===== src/rtl/i2cram_pkg.sv =====
// shared types and constants of the i2c register access master
package i2cram_pkg;

    localparam logic [7:0] PHASE_TICKS_RESET = 8'd2;
    localparam logic [7:0] ACK_TIMEOUT_RESET = 8'd250;
    localparam int         QUEUE_DEPTH       = 2;
    localparam int         CFG_DATA_W        = 8;
    localparam int         CFG_INDEX_W       = 1;

    // configuration register indexes
    localparam logic [CFG_INDEX_W-1:0] CFG_PHASE_TICKS = 1'b0;
    localparam logic [CFG_INDEX_W-1:0] CFG_ACK_TIMEOUT = 1'b1;

    // one tick as it travels from the front to the back
    typedef struct packed {
        logic       start_request;
        logic       operation;
        logic [6:0] device_address;
        logic [7:0] register_index;
        logic [7:0] write_value;
        logic       sda_in;
    } tick_t;

    // one result item
    typedef struct packed {
        logic [7:0] read_data;
        logic       ack_error;
        logic       done_res;
        logic       busy_res;
        logic       sda_level;
        logic       scl_level;
    } result_t;

endpackage


===== src/rtl/i2c_register_access_master_top.sv =====
// top level of the i2c register access master: tick queue and bus sequencer
//
//  channel   dir  fields (lowest bit up)                          handshake
//  s_*       in   tdata: start_request, device_address,           tvalid/tready
//                 register_index, write_value, sda_in; tuser: operation
//  m_*       out  tdata: scl_level, sda_level, busy_res, done_res,  tvalid/tready
//                 ack_error, read_data
//  cfg_*     in   0 phase_ticks, 1 ack_timeout_ticks               cfg_we, no wait
//
// one tick item is taken every cycle while s_tready is high; its result appears in the
// cycle after it leaves the queue; items pass the tick queue, then the result register
// every item yields exactly one result item, in order
// reset clears all control state at once; no clearing pass is needed
// a stalled result side fills the queue, then s_tready drops until m_tready returns
module i2c_register_access_master_top #(
    parameter int QueueDepth = i2cram_pkg::QUEUE_DEPTH
) (
    input  logic                                clk,
    input  logic                                rst_n,
    input  logic                                s_tvalid,
    output logic                                s_tready,
    // start_request[0], device_address[7:1], register_index[15:8],
    // write_value[23:16], sda_in[24], zero fill [31:25]
    input  logic [31:0]                         s_tdata,
    // operation[0]
    input  logic                                s_tuser,
    output logic                                m_tvalid,
    input  logic                                m_tready,
    // scl_level[0], sda_level[1], busy_res[2], done_res[3], ack_error[4],
    // read_data[12:5], zero fill [15:13]
    output logic [15:0]                         m_tdata,
    input  logic                                cfg_we,
    input  logic [i2cram_pkg::CFG_INDEX_W-1:0]  cfg_index,
    input  logic [i2cram_pkg::CFG_DATA_W-1:0]   cfg_data
);

    // queue between the front end and the sequencer
    logic                q_valid;
    logic                q_pop;
    i2cram_pkg::tick_t   q_item;
    i2cram_pkg::result_t res_item;

    i2cram_front #(
        .Depth (QueueDepth)
    ) u_front (
        .clk      (clk),
        .rst_n    (rst_n),
        .s_tvalid (s_tvalid),
        .s_tready (s_tready),
        .s_tdata  (s_tdata),
        .s_tuser  (s_tuser),
        .q_valid  (q_valid),
        .q_pop    (q_pop),
        .q_item   (q_item)
    );

    // sequencer steps once per queued tick
    i2cram_engine u_engine (
        .clk       (clk),
        .rst_n     (rst_n),
        .q_valid   (q_valid),
        .q_pop     (q_pop),
        .q_item    (q_item),
        .cfg_we    (cfg_we),
        .cfg_index (cfg_index),
        .cfg_data  (cfg_data),
        .res_valid (m_tvalid),
        .res_ready (m_tready),
        .res_item  (res_item)
    );

    // pack the result, first field lowest
    assign m_tdata = {3'b000, res_item.read_data, res_item.ack_error, res_item.done_res,
                      res_item.busy_res, res_item.sda_level, res_item.scl_level};

endmodule


===== src/rtl/i2cram_front.sv =====
// front end: unpacks incoming ticks and queues them for the engine
module i2cram_front #(
    parameter int Depth = i2cram_pkg::QUEUE_DEPTH
) (
    input  logic                clk,
    input  logic                rst_n,
    input  logic                s_tvalid,
    output logic                s_tready,
    input  logic [31:0]         s_tdata,
    input  logic                s_tuser,
    output logic                q_valid,
    input  logic                q_pop,
    output i2cram_pkg::tick_t   q_item
);

    localparam int PtrW = (Depth > 1) ? $clog2(Depth) : 1;
    localparam int CntW = $clog2(Depth + 1);

    i2cram_pkg::tick_t   slot_reg [Depth];
    logic [PtrW-1:0]     wr_ptr_reg, wr_ptr_next;
    logic [PtrW-1:0]     rd_ptr_reg, rd_ptr_next;
    logic [CntW-1:0]     count_reg, count_next;
    i2cram_pkg::tick_t   unpacked;
    logic                push;

    always_comb
    begin
        unpacked.start_request  = s_tdata[0];
        unpacked.device_address = s_tdata[7:1];
        unpacked.register_index = s_tdata[15:8];
        unpacked.write_value    = s_tdata[23:16];
        unpacked.sda_in         = s_tdata[24];
        unpacked.operation      = s_tuser;
    end

    assign s_tready = (count_reg < CntW'(Depth));
    assign push     = s_tvalid && s_tready;
    assign q_valid  = (count_reg != '0);
    assign q_item   = slot_reg[rd_ptr_reg];

    always_comb
    begin
        wr_ptr_next = wr_ptr_reg;
        rd_ptr_next = rd_ptr_reg;
        count_next  = count_reg;
        if (push)
        begin
            wr_ptr_next = (wr_ptr_reg == PtrW'(Depth - 1)) ? '0 : wr_ptr_reg + 1'b1;
        end
        if (q_pop)
        begin
            rd_ptr_next = (rd_ptr_reg == PtrW'(Depth - 1)) ? '0 : rd_ptr_reg + 1'b1;
        end
        if (push && !q_pop)
        begin
            count_next = count_reg + 1'b1;
        end
        else if (q_pop && !push)
        begin
            count_next = count_reg - 1'b1;
        end
    end

    always_ff @(posedge clk or negedge rst_n)
    begin
        if (!rst_n)
        begin
            wr_ptr_reg <= '0;
            rd_ptr_reg <= '0;
            count_reg  <= '0;
        end
        else
        begin
            wr_ptr_reg <= wr_ptr_next;
            rd_ptr_reg <= rd_ptr_next;
            count_reg  <= count_next;
        end
    end

    always_ff @(posedge clk)
    begin
        if (push)
        begin
            slot_reg[wr_ptr_reg] <= unpacked;
        end
    end

endmodule


===== src/rtl/i2cram_engine.sv =====
// back end: bus phase sequencer, configuration registers and result register
module i2cram_engine (
    input  logic                                  clk,
    input  logic                                  rst_n,
    input  logic                                  q_valid,
    output logic                                  q_pop,
    input  i2cram_pkg::tick_t                     q_item,
    input  logic                                  cfg_we,
    input  logic [i2cram_pkg::CFG_INDEX_W-1:0]    cfg_index,
    input  logic [i2cram_pkg::CFG_DATA_W-1:0]     cfg_data,
    output logic                                  res_valid,
    input  logic                                  res_ready,
    output i2cram_pkg::result_t                   res_item
);

    typedef enum logic [18:0] {
        PH_IDLE     = 19'h00001,
        PH_STSET1   = 19'h00002,
        PH_STSET2   = 19'h00004,
        PH_STHOLD1  = 19'h00008,
        PH_STHOLD2  = 19'h00010,
        PH_TXLOW    = 19'h00020,
        PH_TXHIGH   = 19'h00040,
        PH_ACKLOW   = 19'h00080,
        PH_ACKHIGH  = 19'h00100,
        PH_RSPREP   = 19'h00200,
        PH_RXLOW    = 19'h00400,
        PH_RXHIGH   = 19'h00800,
        PH_NACKLOW  = 19'h01000,
        PH_NACKHIGH = 19'h02000,
        PH_SPLOW1   = 19'h04000,
        PH_SPLOW2   = 19'h08000,
        PH_SPRISE   = 19'h10000,
        PH_SPEND1   = 19'h20000,
        PH_SPEND2   = 19'h40000
    } phase_t;

    typedef enum logic [2:0] {
        STG_ADDR_W = 3'd0,
        STG_REG    = 3'd1,
        STG_DATA   = 3'd2,
        STG_ADDR_R = 3'd3,
        STG_READ   = 3'd4
    } stage_t;

    typedef struct packed {
        logic       operation;
        logic [6:0] device_address;
        logic [7:0] register_index;
        logic [7:0] write_value;
    } request_t;

    logic [7:0]          phase_ticks_reg, ack_timeout_reg;
    phase_t              phase_reg, phase_next;
    stage_t              stage_reg, stage_next;
    logic [7:0]          tick_reg, tick_next;
    logic [3:0]          bit_reg, bit_next;
    logic [7:0]          shift_reg, shift_next;
    logic [7:0]          ack_wait_reg, ack_wait_next;
    request_t            req_reg, req_next;
    logic [7:0]          rx_byte_reg, rx_byte_next;
    logic                error_reg, error_next;
    i2cram_pkg::result_t result_reg, result_next;
    logic                result_valid_reg;

    logic [7:0]          p_eff, t_eff;
    logic [8:0]          tick_inc;
    logic                wrap;
    logic                scl, sda, busy, done;

    // byte sent for each step of the transaction
    function automatic logic [7:0] stage_byte(input stage_t stg, input request_t rq);
        logic [7:0] b;
        unique case (stg)
            STG_ADDR_W: b = {rq.device_address, 1'b0};
            STG_REG:    b = rq.register_index;
            STG_DATA:   b = rq.write_value;
            default:    b = {rq.device_address, 1'b1};
        endcase
        return b;
    endfunction

    assign q_pop    = q_valid && (!result_valid_reg || res_ready);
    assign p_eff    = (phase_ticks_reg == 8'd0) ? 8'd1 : phase_ticks_reg;
    assign t_eff    = (ack_timeout_reg == 8'd0) ? 8'd1 : ack_timeout_reg;
    assign tick_inc = {1'b0, tick_reg} + 9'd1;
    assign wrap     = (tick_inc >= {1'b0, p_eff});

    // line drive for the current phase
    always_comb
    begin
        scl = 1'b1;
        sda = 1'b1;
        unique case (phase_reg)
            PH_STHOLD1, PH_STHOLD2, PH_SPRISE: sda = 1'b0;
            PH_TXLOW:
            begin
                scl = 1'b0;
                sda = shift_reg[7];
            end
            PH_TXHIGH: sda = shift_reg[7];
            PH_ACKLOW, PH_RSPREP, PH_RXLOW, PH_NACKLOW: scl = 1'b0;
            PH_SPLOW1, PH_SPLOW2:
            begin
                scl = 1'b0;
                sda = 1'b0;
            end
            default: ;
        endcase
    end

    always_comb
    begin
        phase_next    = phase_reg;
        stage_next    = stage_reg;
        tick_next     = tick_reg;
        bit_next      = bit_reg;
        shift_next    = shift_reg;
        ack_wait_next = ack_wait_reg;
        req_next      = req_reg;
        rx_byte_next  = rx_byte_reg;
        error_next    = error_reg;
        busy          = 1'b1;
        done          = 1'b0;

        unique case (phase_reg)
            PH_ACKHIGH:
            begin
                if (tick_reg < p_eff)
                begin
                    tick_next = tick_inc[7:0];
                end
                if (!q_item.sda_in)
                begin
                    if (tick_next >= p_eff)
                    begin
                        tick_next = 8'd0;
                        unique case (stage_reg)
                            STG_ADDR_W:
                            begin
                                stage_next = STG_REG;
                                shift_next = stage_byte(STG_REG, req_reg);
                                bit_next   = 4'd0;
                                phase_next = PH_TXLOW;
                            end
                            STG_REG:
                            begin
                                if (req_reg.operation)
                                begin
                                    stage_next = STG_ADDR_R;
                                    phase_next = PH_RSPREP;
                                end
                                else
                                begin
                                    stage_next = STG_DATA;
                                    shift_next = stage_byte(STG_DATA, req_reg);
                                    bit_next   = 4'd0;
                                    phase_next = PH_TXLOW;
                                end
                            end
                            STG_ADDR_R:
                            begin
                                stage_next = STG_READ;
                                bit_next   = 4'd0;
                                shift_next = 8'd0;
                                phase_next = PH_RXLOW;
                            end
                            default: phase_next = PH_SPLOW1;
                        endcase
                    end
                end
                else
                begin
                    ack_wait_next = ack_wait_reg + 8'd1;
                    if (ack_wait_next >= t_eff)
                    begin
                        error_next = 1'b1;
                        tick_next  = 8'd0;
                        phase_next = PH_SPLOW1;
                    end
                end
            end
            PH_STSET1, PH_STSET2, PH_STHOLD1, PH_STHOLD2, PH_TXLOW, PH_TXHIGH,
            PH_ACKLOW, PH_RSPREP, PH_RXLOW, PH_RXHIGH, PH_NACKLOW, PH_NACKHIGH,
            PH_SPLOW1, PH_SPLOW2, PH_SPRISE, PH_SPEND1, PH_SPEND2:
            begin
                tick_next = wrap ? 8'd0 : tick_inc[7:0];
                if (wrap)
                begin
                    unique case (phase_reg)
                        PH_STSET1:  phase_next = PH_STSET2;
                        PH_STSET2:  phase_next = PH_STHOLD1;
                        PH_STHOLD1: phase_next = PH_STHOLD2;
                        PH_STHOLD2:
                        begin
                            shift_next = stage_byte(stage_reg, req_reg);
                            bit_next   = 4'd0;
                            phase_next = PH_TXLOW;
                        end
                        PH_TXLOW:   phase_next = PH_TXHIGH;
                        PH_TXHIGH:
                        begin
                            shift_next = {shift_reg[6:0], 1'b0};
                            if (bit_reg + 4'd1 >= 4'd8)
                            begin
                                bit_next   = 4'd0;
                                phase_next = PH_ACKLOW;
                            end
                            else
                            begin
                                bit_next   = bit_reg + 4'd1;
                                phase_next = PH_TXLOW;
                            end
                        end
                        PH_ACKLOW:
                        begin
                            ack_wait_next = 8'd0;
                            phase_next    = PH_ACKHIGH;
                        end
                        PH_RSPREP:  phase_next = PH_STSET1;
                        PH_RXLOW:   phase_next = PH_RXHIGH;
                        PH_RXHIGH:
                        begin
                            shift_next = {shift_reg[6:0], q_item.sda_in};
                            if (bit_reg + 4'd1 >= 4'd8)
                            begin
                                bit_next     = 4'd0;
                                rx_byte_next = {shift_reg[6:0], q_item.sda_in};
                                phase_next   = PH_NACKLOW;
                            end
                            else
                            begin
                                bit_next   = bit_reg + 4'd1;
                                phase_next = PH_RXLOW;
                            end
                        end
                        PH_NACKLOW:  phase_next = PH_NACKHIGH;
                        PH_NACKHIGH: phase_next = PH_SPLOW1;
                        PH_SPLOW1:   phase_next = PH_SPLOW2;
                        PH_SPLOW2:   phase_next = PH_SPRISE;
                        PH_SPRISE:   phase_next = PH_SPEND1;
                        PH_SPEND1:   phase_next = PH_SPEND2;
                        default:
                        begin
                            phase_next = PH_IDLE;
                            done       = 1'b1;
                        end
                    endcase
                end
            end
            default:
            begin
                // idle: only here is a request looked at
                phase_next = PH_IDLE;
                tick_next  = 8'd0;
                busy       = 1'b0;
                if (q_item.start_request)
                begin
                    req_next.operation      = q_item.operation;
                    req_next.device_address = q_item.device_address;
                    req_next.register_index = q_item.register_index;
                    req_next.write_value    = q_item.write_value;
                    error_next    = 1'b0;
                    stage_next    = STG_ADDR_W;
                    bit_next      = 4'd0;
                    ack_wait_next = 8'd0;
                    busy          = 1'b1;
                    phase_next    = PH_STSET1;
                end
            end
        endcase

        result_next.scl_level = scl;
        result_next.sda_level = sda;
        result_next.busy_res  = busy;
        result_next.done_res  = done;
        result_next.ack_error = done && error_reg;
        result_next.read_data = rx_byte_next;
    end

    always_ff @(posedge clk or negedge rst_n)
    begin
        if (!rst_n)
        begin
            phase_ticks_reg  <= i2cram_pkg::PHASE_TICKS_RESET;
            ack_timeout_reg  <= i2cram_pkg::ACK_TIMEOUT_RESET;
            phase_reg        <= PH_IDLE;
            stage_reg        <= STG_ADDR_W;
            tick_reg         <= 8'd0;
            bit_reg          <= 4'd0;
            shift_reg        <= 8'd0;
            ack_wait_reg     <= 8'd0;
            req_reg          <= '0;
            rx_byte_reg      <= 8'd0;
            error_reg        <= 1'b0;
            result_valid_reg <= 1'b0;
        end
        else
        begin
            if (cfg_we && (cfg_index == i2cram_pkg::CFG_PHASE_TICKS))
            begin
                phase_ticks_reg <= cfg_data;
            end
            if (cfg_we && (cfg_index == i2cram_pkg::CFG_ACK_TIMEOUT))
            begin
                ack_timeout_reg <= cfg_data;
            end
            if (q_pop)
            begin
                phase_reg    <= phase_next;
                stage_reg    <= stage_next;
                tick_reg     <= tick_next;
                bit_reg      <= bit_next;
                shift_reg    <= shift_next;
                ack_wait_reg <= ack_wait_next;
                req_reg      <= req_next;
                rx_byte_reg  <= rx_byte_next;
                error_reg    <= error_next;
            end
            if (q_pop)
            begin
                result_valid_reg <= 1'b1;
            end
            else if (res_ready)
            begin
                result_valid_reg <= 1'b0;
            end
        end
    end

    always_ff @(posedge clk)
    begin
        if (q_pop)
        begin
            result_reg <= result_next;
        end
    end

    assign res_valid = result_valid_reg;
    assign res_item  = result_reg;

    a_error_only_with_done: assert property (@(posedge clk) disable iff (!rst_n)
        (result_valid_reg && result_reg.ack_error) |-> result_reg.done_res)
        else $error("ack error reported without done");

    a_done_while_busy: assert property (@(posedge clk) disable iff (!rst_n)
        (result_valid_reg && result_reg.done_res) |-> result_reg.busy_res)
        else $error("done reported outside a transaction");

    a_idle_holds: assert property (@(posedge clk) disable iff (!rst_n)
        (q_pop && (phase_reg == PH_IDLE) && !q_item.start_request)
        |=> (phase_reg == PH_IDLE) && !result_reg.busy_res)
        else $error("sequencer left idle without a request");

endmodule


===== config.mk =====
export PLATFORM = sky130hd
export DESIGN_NAME = i2c_register_access_master_top
export DESIGN_NICKNAME = d
export VERILOG_FILES = /design/src/rtl/i2cram_pkg.sv /design/src/rtl/i2c_register_access_master_top.sv /design/src/rtl/i2cram_front.sv /design/src/rtl/i2cram_engine.sv
export SDC_FILE = /design/constraint.sdc
export NUM_CORES = 1
export LEC_CHECK = 0
export BUFFER_PORTS_ARGS = -buffer_cell sky130_fd_sc_hd__buf_2
export CAP_MARGIN = 15
export CELL_PAD_IN_SITES_DETAIL_PLACEMENT = 1
export CELL_PAD_IN_SITES_GLOBAL_PLACEMENT = 1
export CORE_ASPECT_RATIO = 0.8
export CORE_MARGIN = 10
export CORE_UTILIZATION = 30
export CTS_BUF_LIST = sky130_fd_sc_hd__clkbuf_8
export DETAILED_ROUTE_END_ITERATION = 16
export PLACE_DENSITY_LB_ADDON = 0.1
export SETUP_SLACK_MARGIN = 0.05
export SYNTH_ARGS = -nofsm -noshare
export SYNTH_HDL_FRONTEND = slang
export SYNTH_SLANG_ARGS = --single-unit

===== constraint.sdc =====
create_clock -name clk -period 5.75 [get_ports clk]
set_input_delay 0.2875 -clock clk [delete_from_list [all_inputs] [get_ports clk]]
set_output_delay 0.2875 -clock clk [all_outputs]
set_load 0.02 [all_outputs]

# --- Yosys cells after proc, flatten, opt, wreduce, memory -nomap -nowiden ---
# Memories as Yosys holds them, arrays and structs flattened.
# Cells that the tools add are included.
op_classes:
  n_lt_le_gt_ge: 6
  n_eq_ne: 34
  add_sub_neg: 7
  reduce_logical: 35
  n_mux: 70
  n_bitwise: 3
op_table:
  columns: ["op", "count"]
  rows:
  - ["19-bit one-hot mux with 16 select lines", 1]
  - ["8-bit 2-to-1 mux", 21]
  - ["19-bit 2-to-1 mux", 4]
  - ["8-bit one-hot mux with 3 select lines", 3]
  - ["19-bit one-hot mux with 3 select lines", 1]
  - ["8-bit one-hot mux with 2 select lines", 3]
  - ["19-bit one-hot mux with 2 select lines", 1]
  - ["4-bit 2-to-1 mux", 6]
  - ["4-bit one-hot mux with 2 select lines", 3]
  - ["19-bit by 10-bit == test with 1-bit output, second input constant", 1]
  - ["19-bit by 11-bit == test with 1-bit output, second input constant", 1]
  - ["19-bit by 12-bit == test with 1-bit output, second input constant", 1]
  - ["19-bit by 13-bit == test with 1-bit output, second input constant", 1]
  - ["19-bit by 14-bit == test with 1-bit output, second input constant", 1]
  - ["19-bit by 15-bit == test with 1-bit output, second input constant", 1]
  - ["19-bit by 16-bit == test with 1-bit output, second input constant", 1]
  - ["19-bit by 17-bit == test with 1-bit output, second input constant", 1]
  - ["19-bit by 18-bit == test with 1-bit output, second input constant", 1]
  - ["19-bit == test, second input constant", 1]
  - ["19-bit by 2-bit == test with 1-bit output, second input constant", 1]
  - ["19-bit by 3-bit == test with 1-bit output, second input constant", 1]
  - ["19-bit by 4-bit == test with 1-bit output, second input constant", 1]
  - ["19-bit by 5-bit == test with 1-bit output, second input constant", 1]
  - ["19-bit by 6-bit == test with 1-bit output, second input constant", 1]
  - ["other kinds (50)", 97]
totals:
  output_inout_bits: 18
  ramBits: 52
  mem_count: 1
  input_bits: 47
  reg_bits: 117
  elab_cells: 180
mem_list:
  columns: ["name", "words", "word_bits", "read_ports", "rd_clocked_by_memory_dff", "write_ports", "line_no", "rtl"]
  rows:
  - ["u_front.slot_reg", 2, 26, 1, 0, 1, "i2cram_front.sv:19", "i2cram_pkg::tick_t slot_reg [Depth];"]

# --- Logic depth before layout (Yosys ltp) ---
# Gate-level depths: netlist of run 1.
depth:
  ltp_word: 9
  ltp_mapped: 20
  mapped_depth_nobuf: 19

# --- By module ---
# A second synthesis of run 1 with hierarchy kept.
unflattened:
  hier_cells: 796
  area_unflattened_um2: 9243.9
by_module_without_submodules:
  columns: ["mod", "area_each_um2", "seq_area_each_um2", "n_inst", "cells_each"]
  rows:
  - ["i2cram_engine", 7048.0, 2902.8, 1, 694]
  - ["i2cram_front", 2169.6, 1661.6, 1, 98]
  - ["i2c_register_access_master_top", 26.3, 0.0, 1, 4]

# --- Least setup slack after synthesis of run 1 ---
# OpenSTA, ideal clock, no wires.
synth_path:
  path_kind: "register -> register"
  from: "register u_engine.phase_ticks_reg[1]"
  to: "register u_engine.phase_reg[13]"
  setup_ns: 0.136
  slack_ns: 1.694
  n_path_buf: 1
  required_ns: 5.614
  stages_incl_launch_ff: 18
  synth_period_minus_slack_ns: 4.056
  arrival_time_ns: 3.920
  path_cell_list: "dfstp_2 -> inv_1 -> a41o_1 -> ha_1 -> nor2b_1 -> o21a_1 -> o21ai_0 -> a21oi_1 -> nand2b_1 -> mux2_2 -> ha_1 -> a2111o_1 -> a31oi_1 -> nand2b_1 -> o211ai_1 -> o211ai_1 -> clkbuf_1 -> o21ai_0"
synth_between:
  elab_chain_cells: 8
  word_cells_on_any_way: 10
  classes_between: "3 x order compare; 2 x eq/ne; 3 x mux; 2 x reduce/logical"
synth_lines:
  columns: ["element", "line_no", "rtl"]
  rows:
  - ["start, declared", "i2cram_engine.sv:53", "logic [7:0] phase_ticks_reg, ack_timeout_reg;"]
  - ["start signal, assigned", "i2cram_engine.sv:285", "phase_ticks_reg <= i2cram_pkg::PHASE_TICKS_RESET;"]
  - ["start signal, assigned", "i2cram_engine.sv:302", "phase_ticks_reg <= cfg_data;"]
  - ["8-bit zero test", "i2cram_engine.sv:84", "assign p_eff = (phase_ticks_reg == 8'd0) ? 8'd1 : phase_ticks_reg;"]
  - ["8-bit 2-to-1 mux (*)", "i2cram_engine.sv:84", null]
  - ["8-bit less-than comparator", "i2cram_engine.sv:129", "if (tick_reg < p_eff)"]
  - ["8-bit 2-to-1 mux", "i2cram_engine.sv:129", null]
  - ["8-bit 2-to-1 mux", "i2cram_engine.sv:126", "unique case (phase_reg)"]
  - ["8-bit greater-or-equal comparator", "i2cram_engine.sv:135", "if (tick_next >= p_eff)"]
  - ["3-bit by 1-bit != test with 1-bit output (no source line)", null, null]
  - ["4-bit AND reduction (no source line) (*)", null, null]
  - ["end signal, assigned", "i2cram_engine.sv:310", "phase_reg <= phase_next;"]
  - ["end, declared", "i2cram_engine.sv:54", "phase_t phase_reg, phase_next;"]
# Mark *: on every way between the ends. The rest lies on a longest branch, timed or not. The select of a mux whose other input is x is not followed.
# A chain may end at the register's enable or synchronous reset.

# --- Worst setup path in the final report of run 1 ---
layout_path:
  from: "register u_engine.phase_ticks_reg[5]"
  to: "register u_engine.shift_reg[2]"
layout_between:
  elab_chain_cells: 8
  word_cells_on_any_way: 10
  classes_between: "3 x order compare; 2 x eq/ne; 3 x mux; 2 x reduce/logical"
layout_lines:
  columns: ["element", "line_no", "rtl"]
  rows:
  - ["8-bit zero test", "i2cram_engine.sv:84", null]
  - ["8-bit 2-to-1 mux (*)", "i2cram_engine.sv:84", null]
  - ["8-bit less-than comparator", "i2cram_engine.sv:129", null]
  - ["8-bit 2-to-1 mux", "i2cram_engine.sv:129", null]
  - ["8-bit 2-to-1 mux", "i2cram_engine.sv:126", null]
  - ["8-bit greater-or-equal comparator", "i2cram_engine.sv:135", null]
  - ["2-bit by 1-bit != test with 1-bit output (no source line)", null, null]
  - ["8-bit AND reduction (no source line) (*)", null, null]
  - ["end signal, assigned", "i2cram_engine.sv:314", "shift_reg <= shift_next;"]
  - ["end, declared", "i2cram_engine.sv:58", "logic [7:0] shift_reg, shift_next;"]
# Marked as above.

==> results of run 1 <==
## worst paths after layout
check	slack, ps	startpoint	depth (start not counted)	endpoint
max in group asynchronous	4130	rst_n	3	u_engine.req_reg[12]
worst min-delay path	50	cfg_data[1]	3	u_engine.phase_ticks_reg[1]
worst max-delay path	660	u_engine.phase_ticks_reg[5]	17	u_engine.shift_reg[2]
min in group asynchronous	480	rst_n	2	u_engine.req_reg[18]
worst max register to register	660	u_engine.phase_ticks_reg[5]	17	u_engine.shift_reg[2]
worst min register to register	510	u_engine.rx_byte_reg[6]	1	u_engine.rx_byte_reg[6]
## per-layer routing
layer / vias up / GRT usage, % / wire, um / part of all wire, %
met1: 3174 / 18.1 / 11700 / 51
met2: 65 / 20.0 / 10500 / 46
met4: 0 / 3.25 / 202 / 0.87
met5: - / 0 / 0 / 0
li1: 3042 / - / - / -
met3: 15 / 2.98 / 628 / 2.7
## where the power goes
group          switching, W  internal [W]  leakage, nW
Clock              0.000483      0.000395        0.203
Sequential         0.000205       0.00155         1.90
Combinational       0.00103      0.000591         2.14
Total               0.00171       0.00254         4.24
## area by class of cell
cell class,count,area (um^2)
Fill cell,3124,18500
Tap cell,370,463
Clock buffer,17,234
Multi-Input combinational cell,557,3920
Inverter,28,105
Timing Repair Buffer,89,603
Sequential cell,169,4560
Clock inverter,15,161
## critical path: stages (launching register included)
cell       delay (ps)
dfrtp_1           390
nor4_1            340
a41o_1            290
ha_1              160
nor2b_1            40
o21a_1            180
o21ai_0           190
a21oi_1           240
nor4_1            290
xor2_1            170
ha_1              340
a21oi_1            70
o21ai_0           330
a31oi_1           180
o31ai_1           410
a31oi_1           250
a2111oi_4         700
mux2_2            410
## cell usage in the layout (no fill, tap or decap), types with 5 or more instances in the layout
cell           instances
and4_1                 5
and3_1                 7
xor2_1                22
inv_1                 28
a21o_1                 7
o31ai_1                9
buf_4                  9
dlygate4sd3_1         27
nand2_1               61
nor4_1                 6
mux2i_1               31
clkbuf_8              17
mux2_2                40
ha_1                  36
nand2b_1              11
dfstp_2                8
a211oi_1               9
a21oi_1               53
o22ai_1                9
nor2_1                66
o21ai_0               46
buf_2                 53
nand4_1                6
dfrtp_1               96
o41ai_1                6
o22a_1                 7
xnor2_1               12
nand3_1               15
edfxtp_1              65
inv_6                  7
nor2b_1                9
nor3b_1               12
## kinds of logic (layout without fill, tap and decap cells)
group,Yosys count,after routing
XOR/XNOR,34,34
AO/OA/AOI/OAI,180,180
flip-flops,169,169
adder cells (fa/ha/maj),36,36
multiplexers,71,71
other,1,3
buffers and inverters,67,149
AND/OR/NAND/NOR,233,233
## metrics by stage
stage	hold slack [ps]	worst slack, ps	instance area, um^2	instances	utilization, %
6_report	51.7	655	10100	1245	35.2
5_1_grt	30.3	304	10100	1245	35.2
4_1_cts	4.06	677	10000	1244	35.2
3_5_place_dp	479	692	9390	1186	32.9
3_3_place_gp	462	797	9390	1186	32.9
2_1_floorplan	-8.09	1690	8770	793	-
==> results.md, run 1 <==
- The number of cells upsized or downsized after cts is 0.
- The share of the Yosys chip area taken by registers is about 52%.
- Of the total synthesized cell area, the portion taken by XOR and XNOR cells is about 3.4%.
- Max-cap violations in this run came to 0.
- In the synthesized netlist, mux cells make up ~8.7% of the area.
- The worst setup path is captured at a register.
- The signal arrival time at the worst endpoint is 5460 ps.
- The top flip-flop cell by instance count after synthesis is dfrtp_1.
- VDD sags by at most approximately 0.18 mV.
- No sink is reached through more buffers than the 2 on the longest clock path.
- 0 antenna diodes ended up in the layout.
- For this run, the detailed router's first-pass iteration total came to 4.
- For the worst setup path, the data required time is roughly 6000 ps.
- The post-CTS setup repair buffer count is 0.
- The number of rows created at floorplan is 55.
- The number of pins with negative max-slew slack in the final report came to 0.
- The number of synthesized register bits is approximately 170.
- The number of different library cells in the post-synthesis netlist is 65.
- Setup violations remaining at the end of the flow were counted as 0.
- The Yosys warning count is 0.
- The clock period could shrink to a little over 5000 ps.
- The largest net degree at the start of global routing is between 60 and 70.
- Clock tree synthesis selected as its root buffer the cell clkbuf_8.
- The via count of the first global-routing pass is just under 7k.
- The cell type with the largest total area after synthesis is dfrtp_1.
- The net count of the finished layout is 945.
- The violation count after the first detailed-routing iteration is about 400.
- The area share of the leading cell type in the synthesized netlist is between 20% and 30%.
- The detailed-route DRC error count is 0.
- TritonCTS built the clock tree.
- By area the synthesized netlist is led by dfrtp_1, edfxtp_1, ha_1.
- The number of nets with antenna violations after detailed routing is 0.
- The post-synthesis instance area is ~0.0088 mm^2.
- Once the floorplan was initialized, standard cells occupied a little under a third of the core.
- At the pin with the least slew margin, the transition time is 920 ps.
- The core region is ~0.029 mm^2.
- Measured along the y axis, the die boundary spans 173 um.
- The number of flip-flops under the largest register name is between 50 and 60.
- In the synthesized netlist, the number of instances is approximately 790.
- The number of buffers inserted during clock tree synthesis is 17.
- The count of input and output buffers is 54.
- The fraction of the mapped netlist area in simple logic gates is 13.9%.
- Clock-pin slew was measured on the worst setup and hold paths at 90 ps.
- The synthesized netlist devotes about 5.1% of its cell area to adder and majority cells.
- The power density of the placed cells is roughly 420 mW/mm^2.
- In this run the worst path has a maximum fanout of 8.
- The post-synthesis average cell area is 11.1 um^2.
- The total of hold buffers inserted after clock tree synthesis is 26.
- After synthesis, the most frequently instantiated cells are dfrtp_1, nor2_1, edfxtp_1.
- The count of flip-flops with a built-in enable after synthesis is 65.
- The sort of element at the start of the critical path is a register.
- Counting flops with an async set or reset pin after synthesis yields a share of a little over 60%.
- The final-layout setup total negative slack is 0 ps.
- The most used standard cell by instance count after synthesis is dfrtp_1.
- Summed over all nets, the half-perimeter wirelength after detailed placement is around 17000 um.
- The detailed router placed 6296 vias in this run.
- The area fraction in compound gates after synthesis is a little over an eighth.
- The synthesis-to-layout area growth is 14.7%.
- The later-pin clock latency in the skew report is 480 ps.
- Setup repair after global routing left no endpoint under its margin.
- The last weighted congestion value of the routability-driven placer is 0.819.
- The largest family of logic cells by synthesized area is simple AND/OR/NAND/NOR gates.
- The leakage power of the design is 4.24 nW.
- The initial antenna violation count is 0.
- The run finished with clean final reports.
- The ratio of final minimum period to clock period is between 80% and 90%.
- The die extent in x is between 200 and 250 um.
- The share of cells above drive strength 1 is between 10% and 20%.
- The number of I/O pins is 65.
- Across every metal layer, demand over resource in global routing totals about an eighth.
- The number of hold-slack violations in the final timing report is 0.
- The post-detailed-route wirelength per cell is between 15 and 20 um.
- The via-per-instance ratio is approximately 5.1.
- The peak clock frequency supported by timing is around 200 MHz.
- The worst-case clock skew is between 15 and 20 ps.
- The die covers ~0.037 mm^2.
- The worst hold path belongs to the class in2reg.
- The worst setup path is of the reg2reg kind.
- The number of clock sinks is between 150 and 200.
- In this run the number of H-tree levels came out at 4.
- The total global routing overflow is 0.
- The design draws between 0.004 and 0.005 W.
- Measured against its own limit, the worst slew margin works out to roughly two fifths.
- The global-route wire length before repair is approximately 38000 um.
- The total wire length is 23100 um.
No activity file was read; power rests on OpenSTA's default activity.
==> run 2: changes to the inputs <==
--- a/config.mk
+++ b/config.mk
@@ -9,7 +9,7 @@
 export CAP_MARGIN = 15
 export CELL_PAD_IN_SITES_DETAIL_PLACEMENT = 1
 export CELL_PAD_IN_SITES_GLOBAL_PLACEMENT = 1
-export CORE_ASPECT_RATIO = 0.8
+export CORE_ASPECT_RATIO = 1.5
 export CORE_MARGIN = 10
 export CORE_UTILIZATION = 30
 export CTS_BUF_LIST = sky130_fd_sc_hd__clkbuf_8
==> run 2 against run 1 <==
Effect of this change:
- first-iteration DRC count decreased by 27%
- wire length decreased by 2.8%
- register-to-register slack improved by 120 ps
- setup slack improved by 120 ps
- design area increased by 0.56%
- core utilization decreased by 0.11 points
- die area increased by 0.27%
- combinational power about the same
- total power decreased by 1.0%
- non-clock buffer count increased by 4
- sequential share of layout area decreased by 0.25 points
- global-route usage decreased by 0.46 points
==> results.md, run 2 (synthesis gave the netlist of run 1 again) <==
- The number of nets in the layout was 949 (+0.42%).
- The most common library cell in the layout ignoring fill and taps is dfrtp_1.
- The top fanout value on the critical path was 36 (+28).
- The post-detailed-route wirelength per cell was 17.7 um (-4.6%).
- The share of cells above drive strength 1 is 17.9% (+0.033 points).
- The biggest cell delay along the critical path is 540 ps (-160 ps).
- The cell count after placement is 1207 (+1.8%).
- The number of clock sinks is 169 (unchanged).
- Traced cell by cell, the critical path runs through inv_1, a41o_1, ha_1, nor2b_1, o21a_1, o21ai_0, a21oi_1, nand2b_1, mux2_2, ha_1, a2111o_1, a31oi_1, nand2b_1, o211ai_1, o211ai_1, buf_4, mux2_2.
- The die extent in x was 160 um (-24%).
- The leakage power of the design is 4.27 nW (+0.65%).
- The area of all placed cells without fillers is 0.0101 mm^2 (+0.56%).
- The via total after detailed routing was 6193 (-1.6%).
- The number of rows created at floorplan is 76 (+38%).
- The initial antenna violation count is 0 (unchanged).
- The root buffer selected by CTS is clkbuf_8.
- The area enclosed by the die boundary is 0.0366 mm^2 (+0.27%).
- The final-layout setup total negative slack is 0 ps (unchanged).
- The number of pins with negative max-slew slack in the final report came to 0 (unchanged).
- The slew at the pin with the worst max-slew slack was 892 ps (-27.7 ps).
- The worst setup path is launched from a register.
- The setup path with the least slack is of type reg2reg.
- The minimum period implied by the final worst setup slack is 4970 ps (-123 ps).
- The initial core utilization is 30.4% (-0.27 points).
- The peak clock frequency supported by timing is 201 MHz (+2.5%).
- The number of hold-slack violations in the final timing report came to 0 (unchanged).
- The worst-case clock skew came to 14.2 ps (-2.19 ps).
- The number of cells upsized or downsized after cts is 0 (unchanged).
- The via count of the first global-routing pass is 6952 (+0.48%).
- The run finished with clean final reports.
- The violation count after the first detailed-routing iteration is 288 (-27%).
- The maximum number of buffers from clock root to sink is 2 (unchanged).
- The height of the die is 229 um (+33%).
- The ratio of final minimum period to clock period is 86.5% (-2.1 points).
- The number of buffers inserted during clock tree synthesis is 17 (unchanged).
- The library cells used most frequently in the layout, excluding fill and tap cells, are dfrtp_1, nor2_1, edfxtp_1.
- The power density of the placed cells is 416 mW/mm^2 (-1.6%).
- The last weighted congestion value of the routability-driven placer is 0.823 (+0.44%).
- The total global routing overflow is 0 (unchanged).
- The length of the first detailed-routing pass in iterations is 4 (unchanged).
- The area of the core region is 0.0288 mm^2 (+0.89%).
- STA classifies the critical path endpoint as a register.
- The number of nets with antenna violations after detailed routing is 0 (unchanged).
- The via-per-instance ratio is 4.88 (-3.5%).
- The global routing usage summed across all routing layers was 12.6% (-0.46 points).
- The later-pin clock latency in the skew report is 480 ps (about the same).
- The synthesis-to-layout area growth is 15.3%.
- The number of max-cap violations is 0 (unchanged).
- The number of I/O pins is 65 (unchanged).
- The count of input and output buffers is 54 (unchanged).
- The detailed-route DRC error count is 0 (unchanged).
- The number of antenna diodes is 0 (unchanged).
- The signal arrival time at the worst endpoint came to 5350 ps (-110 ps).
- The placed instance area was 0.00942 mm^2 (+0.35%).
- The number of flip-flops under the largest register name is 52 (unchanged).
- The global-route wire length before repair is 37100 um (-2.3%).
- The half-perimeter wire length after detailed placement came to 16900 um (+2.4%).
- The TritonCTS clock tree is built.
- The path type of the worst min-delay path is in2reg.
- The CTS clock-pin slew for the worst setup and hold paths is 90 ps (about the same).
- The CTS H-tree depth is 4 (unchanged).
- The slowest stage of the critical path is the a21oi_1 cell.
- The largest net degree at the start of global routing is 61 (-6.2%).
- Setup repair after global routing left no endpoint under its margin.
- The total setup violations reported at the end of the flow is 0 (unchanged).
- The headroom to the max-slew limit was 40.4% (+1.7 points).
- The data required time of the worst path was 6120 ps (about the same).
- The maximum vdd drop was 0.185 mV (+3.6%).
- The total wire length is 22400 um (-2.8%).
- The final cell count without fillers is 1269 (+1.9%).
## run 2: cell types whose count changed in the layout (fill, tap and decap cells not counted), moves of 2 or more
cell / before / now
clkbuf_8: 17 / 19
clkinv_2: 1 / 5
dlygate4sd3_1: 27 / 30
inv_6: 7 / 3
## run 2: final timing paths
kind	slack, ps	depth (start not counted)	from	end
setup / recovery	780	17	u_engine.phase_ticks_reg[1]	u_engine.phase_reg[14]
hold reg to reg	510	1	u_engine.rx_byte_reg[3]	u_engine.rx_byte_reg[3]
hold / removal	40	3	cfg_data[3]	u_engine.phase_ticks_reg[3]
min in group asynchronous	360	2	rst_n	u_engine.phase_reg[2]
max in group asynchronous	4110	3	rst_n	u_engine.req_reg[19]
setup reg to reg	780	17	u_engine.phase_ticks_reg[1]	u_engine.phase_reg[14]
## run 2: layout make-up
cell class / instances / area (um^2)
well taps: 390 / 488
flip-flops and latches: 169 / 4560
fillers: 3212 / 18700
inverters: 28 / 105
clock buffers: 19 / 262
multi-input cells: 557 / 3920
repair buffers: 93 / 641
clock inverters: 13 / 128
## run 2: layer usage
metal / vias to the layer above / routed length (um) / global-route usage [%]
met2: 73 / 12400 / 24.0
met4: 0 / 359 / 3.92
met3: 21 / 610 / 3.03
met1: 3048 / 9040 / 13.2
li1: 3051 / - / -
met5: - / 0 / 0
## run 2: timing repair
item                       CTS  global route
buffers inserted             0             0
setup endpoints to repair    0             0
hold buffers                30             0
hold endpoints to repair    91             0
## run 2: worst max-delay path: cells and delay by family, from the launching register on
kind,cells,cell delay [ps]
compound gates,8,2100
mux,2,740
simple gates,3,540
flops,1,520
fa+ha+maj,2,490
buf+inv,2,450
## run 2: per-stage QoR
| step | worst slack [ps] | total power, W | hold slack [ps] | utilization (%) |
|---|---|---|---|---|
| floorplan | 1690 | 0.00291 | -8.09 | - |
| global placement | 778 | 0.00335 | 342 | 32.7 |
| detailed placement | 752 | 0.00341 | 346 | 32.7 |
| CTS | 730 | 0.00431 | 2.10 | 35.1 |
| global route | 447 | 0.00454 | 16.7 | 35.1 |
| finish | 778 | 0.00421 | 36.6 | 35.1 |
## run 2: where the power goes
group	internal [W]	switching, W
logic	0.000592	0.00100
clock network	0.000406	0.000448
registers	0.00155	0.000207
==> run 3: changes to the inputs <==
--- a/config.mk
+++ b/config.mk
@@ -12,7 +12,7 @@
 export CORE_ASPECT_RATIO = 1.5
 export CORE_MARGIN = 10
 export CORE_UTILIZATION = 30
-export CTS_BUF_LIST = sky130_fd_sc_hd__clkbuf_8
+export CTS_BUF_LIST = sky130_fd_sc_hd__clkbuf_4
 export DETAILED_ROUTE_END_ITERATION = 16
 export PLACE_DENSITY_LB_ADDON = 0.1
 export SETUP_SLACK_MARGIN = 0.05
==> run 3 against run 2 <==
Effect of this change:
- global-route usage about the same
- non-clock buffer count up 6
- largest power group unchanged
- register-to-register slack hardly changed
- first-iteration DRC count grew 16%
- design area down 0.56%
- die area stayed put
- combinational power is essentially flat
- setup slack better by 15 ps
==> results.md, run 3 (synthesis gave the netlist of run 1 again) <==
- The data required time of the worst path is 6260 ps (+140 ps).
- The height of the die is 229 um (unchanged).
- The later-pin clock latency in the skew report was 610 ps (+130 ps).
- The count of input and output buffers is 54 (unchanged).
- The fraction of power consumed by sequential logic came to 43.4% (+1.6 points).
- The global-route wire length before repair was 37300 um (+0.35%).
- The power density of the placed cells is 403 mW/mm^2 (-3.2%).
- The number of nets with antenna violations after detailed routing is 0 (unchanged).
- The path type of the worst min-delay path is in2reg.
- The proportion of power drawn by the clock network is 17.2% (-3.1 points).
- The internal power summed over all cells was 0.00241 W (-5.5%).
- The half-perimeter wire length after detailed placement is 16900 um (unchanged).
- The initial core utilization is 30.4% (unchanged).
- The via total after detailed routing came to 6225 (+0.52%).
- The last weighted congestion value of the routability-driven placer is 0.823 (unchanged).
- The detailed-route DRC error count is 0 (unchanged).
- The CTS H-tree depth is 4 (unchanged).
- The area growth from synthesis to layout is 14.7%.
- The area of the core region is 0.0288 mm^2 (unchanged).
- The initial antenna violation count is 1 (+1).
- The post-CTS setup repair buffer count is 0 (unchanged).
- The via-per-instance ratio is 4.88 (about the same).
- The maximum number of buffers from clock root to sink came to 2 (unchanged).
- The capturing element type of the critical path is a register.
- The number of I/O pins came to 65 (unchanged).
- The total global routing overflow is 0 (unchanged).
- The die extent in x is 160 um (unchanged).
- The slew at the pin with the worst max-slew slack is 893 ps (+1.01 ps).
- The library cells used most frequently in the layout, excluding fill and tap cells, are dfrtp_1, nor2_1, edfxtp_1.
- The number of nets in the layout is 955 (+0.63%).
- The post-detailed-route wirelength per cell is 17.7 um (+0.21%).
- The worst setup path is launched from a register.
- The net switching power of the design is 0.00164 W (-1.0%).
- The peak clock frequency supported by timing is 202 MHz (+0.30%).
- The pre-CTS worst setup slack is 752 ps (unchanged).
- The number of hold-slack violations in the final timing report is 0 (unchanged).
- The multi-input combinational cell area is 0.00392 mm^2 (unchanged).
- Setup repair after global routing left no endpoint under its margin.
- The net switching fraction of the power is 40.5% (+1.1 points).
- The area enclosed by the die boundary came to 0.0366 mm^2 (unchanged).
- The CTS clock-pin slew for the worst setup and hold paths was 140 ps (+50 ps).
- The via count of the first global-routing pass is 7026 (+1.1%).
- The combinational share of power is 39.5% (+1.6 points).
- The number of rows created at floorplan came to 76 (unchanged).
- The placed instance area is 0.00942 mm^2 (unchanged).
- The top fanout value on the critical path was 36 (unchanged).
- The number of clock sinks came to 169 (unchanged).
- The maximum vdd drop is 0.198 mV (+7.1%).
- The total wire length came to 22600 um (+0.76%).
- The minimum period implied by the final worst setup slack is 4960 ps (-15.0 ps).
- The leakage power of the design is 4.24 nW (-0.68%).
- The count of fill cells added during filler insertion is 3228 (+0.50%).
- The signal arrival time at the worst endpoint is 5470 ps (+120 ps).
- The headroom to the max-slew limit is 40.3% (-0.067 points).
- The worst setup path category is reg2reg.
- The share of cells above drive strength 1 is 17.9% (about the same).
- The number of flip-flops under the largest register name is 52 (unchanged).
- The ratio of final minimum period to clock period was 86.2% (-0.26 points).
- The root buffer selected by CTS is clkbuf_4.
- The worst-case clock skew was 28.3 ps (+14.1 ps).
- The largest net degree at the start of global routing is 61 (unchanged).
- The total setup violations reported at the end of the flow is 0 (unchanged).
- The length of the first detailed-routing pass in iterations was 4 (unchanged).
- The minimum setup slack in the final design came to 793 ps (+15.0 ps).
- The number of buffers inserted during clock tree synthesis was 17 (unchanged).
- The area of all placed cells without fillers is 0.0101 mm^2 (-0.56%).
- The final-layout setup total negative slack is 0 ps (unchanged).
- The violation count after the first detailed-routing iteration was 335 (+16%).
- The run finished with clean final reports.
- The number of max-cap violations was 0 (unchanged).
- The global routing usage summed across all routing layers came to 12.6% (+0.015 points).
- The library cell used most frequently in the layout, excluding fill and tap cells, is dfrtp_1.
- The area occupied by registers came to 0.00456 mm^2 (unchanged).
- TritonCTS built the clock tree.
- The number of pins with negative max-slew slack in the final report came to 0 (unchanged).
==> run 3: cell count changes in the layout (fill, tap and decap cells not counted) <==
| cell | previous run | this run |
|---|---|---|
| clkbuf_8 | 19 | 0 |
| inv_1 | 29 | 27 |
| inv_2 | 1 | 2 |
| clkbuf_4 | 0 | 19 |
| diode_2 | 0 | 1 |
| dlygate4sd3_1 | 30 | 36 |
| clkinv_1 | 0 | 1 |
==> run 3: repair_timing <==
| action | CTS | global route |
|---|---|---|
| hold endpoints to repair | 105 | 0 |
| hold buffers | 36 | 0 |
| resized for setup | 0 | 0 |
==> run 3: final cells by class <==
| class | instances | area share, % |
|---|---|---|
| antenna | 1 | 0.0249 |
| clock buffer | 19 | 1.42 |
| sequential | 169 | 45.4 |
| timing repair buffer | 99 | 6.97 |
| multi-input combinational | 557 | 39.0 |
| inverter | 28 | 1.05 |
| tap | 390 | 4.85 |
| clock inverter | 13 | 1.27 |
==> run 3: worst paths after layout <==
path | to | start | cells past startpoint | slack, ps
max in group asynchronous | u_engine.tick_reg[1] | rst_n | 3 | 4230
worst min-delay path | u_front.wr_ptr_reg | s_tvalid | 3 | 120
worst min register to register | u_engine.rx_byte_reg[4] | u_engine.rx_byte_reg[4] | 1 | 520
min in group asynchronous | u_engine.phase_reg[14] | rst_n | 2 | 230
worst max-delay path | u_engine.phase_reg[14] | u_engine.phase_ticks_reg[1] | 17 | 790
worst max register to register | u_engine.phase_reg[14] | u_engine.phase_ticks_reg[1] | 17 | 790
==> run 3: per-stage QoR <==
| step | utilization (%) | instances | hold slack (ps) | power (W) |
|---|---|---|---|---|
| after floorplan | - | 793 | -8.09 | 0.00291 |
| after detailed placement | 32.7 | 1207 | 346 | 0.00341 |
| after CTS | 34.9 | 1275 | 36.6 | 0.00415 |
| after global placement | 32.7 | 1207 | 342 | 0.00335 |
| final | 34.9 | 1276 | 124 | 0.00405 |
| after global routing | 34.9 | 1276 | 53.0 | 0.00439 |
==> run 3: power by group through the flow <==
stage | Clock (W) | Sequential, W | Combinational [W]
final | 0.000696 | 0.00176 | 0.00160
after global placement | 0 | 0.00178 | 0.00157
after detailed placement | 0 | 0.00180 | 0.00161
after global routing | 0.000790 | 0.00180 | 0.00180
after floorplan | 0 | 0.00173 | 0.00118
after CTS | 0.000744 | 0.00177 | 0.00164
==> run 3: worst max-delay path, cell delays in order, from the launching register on <==
cell and delay (ps):
dfstp_2 540, inv_1 90, a41o_1 240, ha_1 210, nor2b_1 110, o21a_1 110, o21ai_0 70, a21oi_1 530
nand2b_1 280, mux2_2 370, ha_1 280, a2111o_1 380, a31oi_1 390, nand2b_1 160, o211ai_1 180, o211ai_1 170
buf_4 360, mux2_2 370
==> run 3: layer usage <==
metal,GRT usage [%],vias to the layer above,wire length (um)
li1,-,3062,-
met4,4.85,0,413
met3,2.59,22,585
met2,24.1,83,12500
met5,0,-,0
met1,13.1,3058,9060
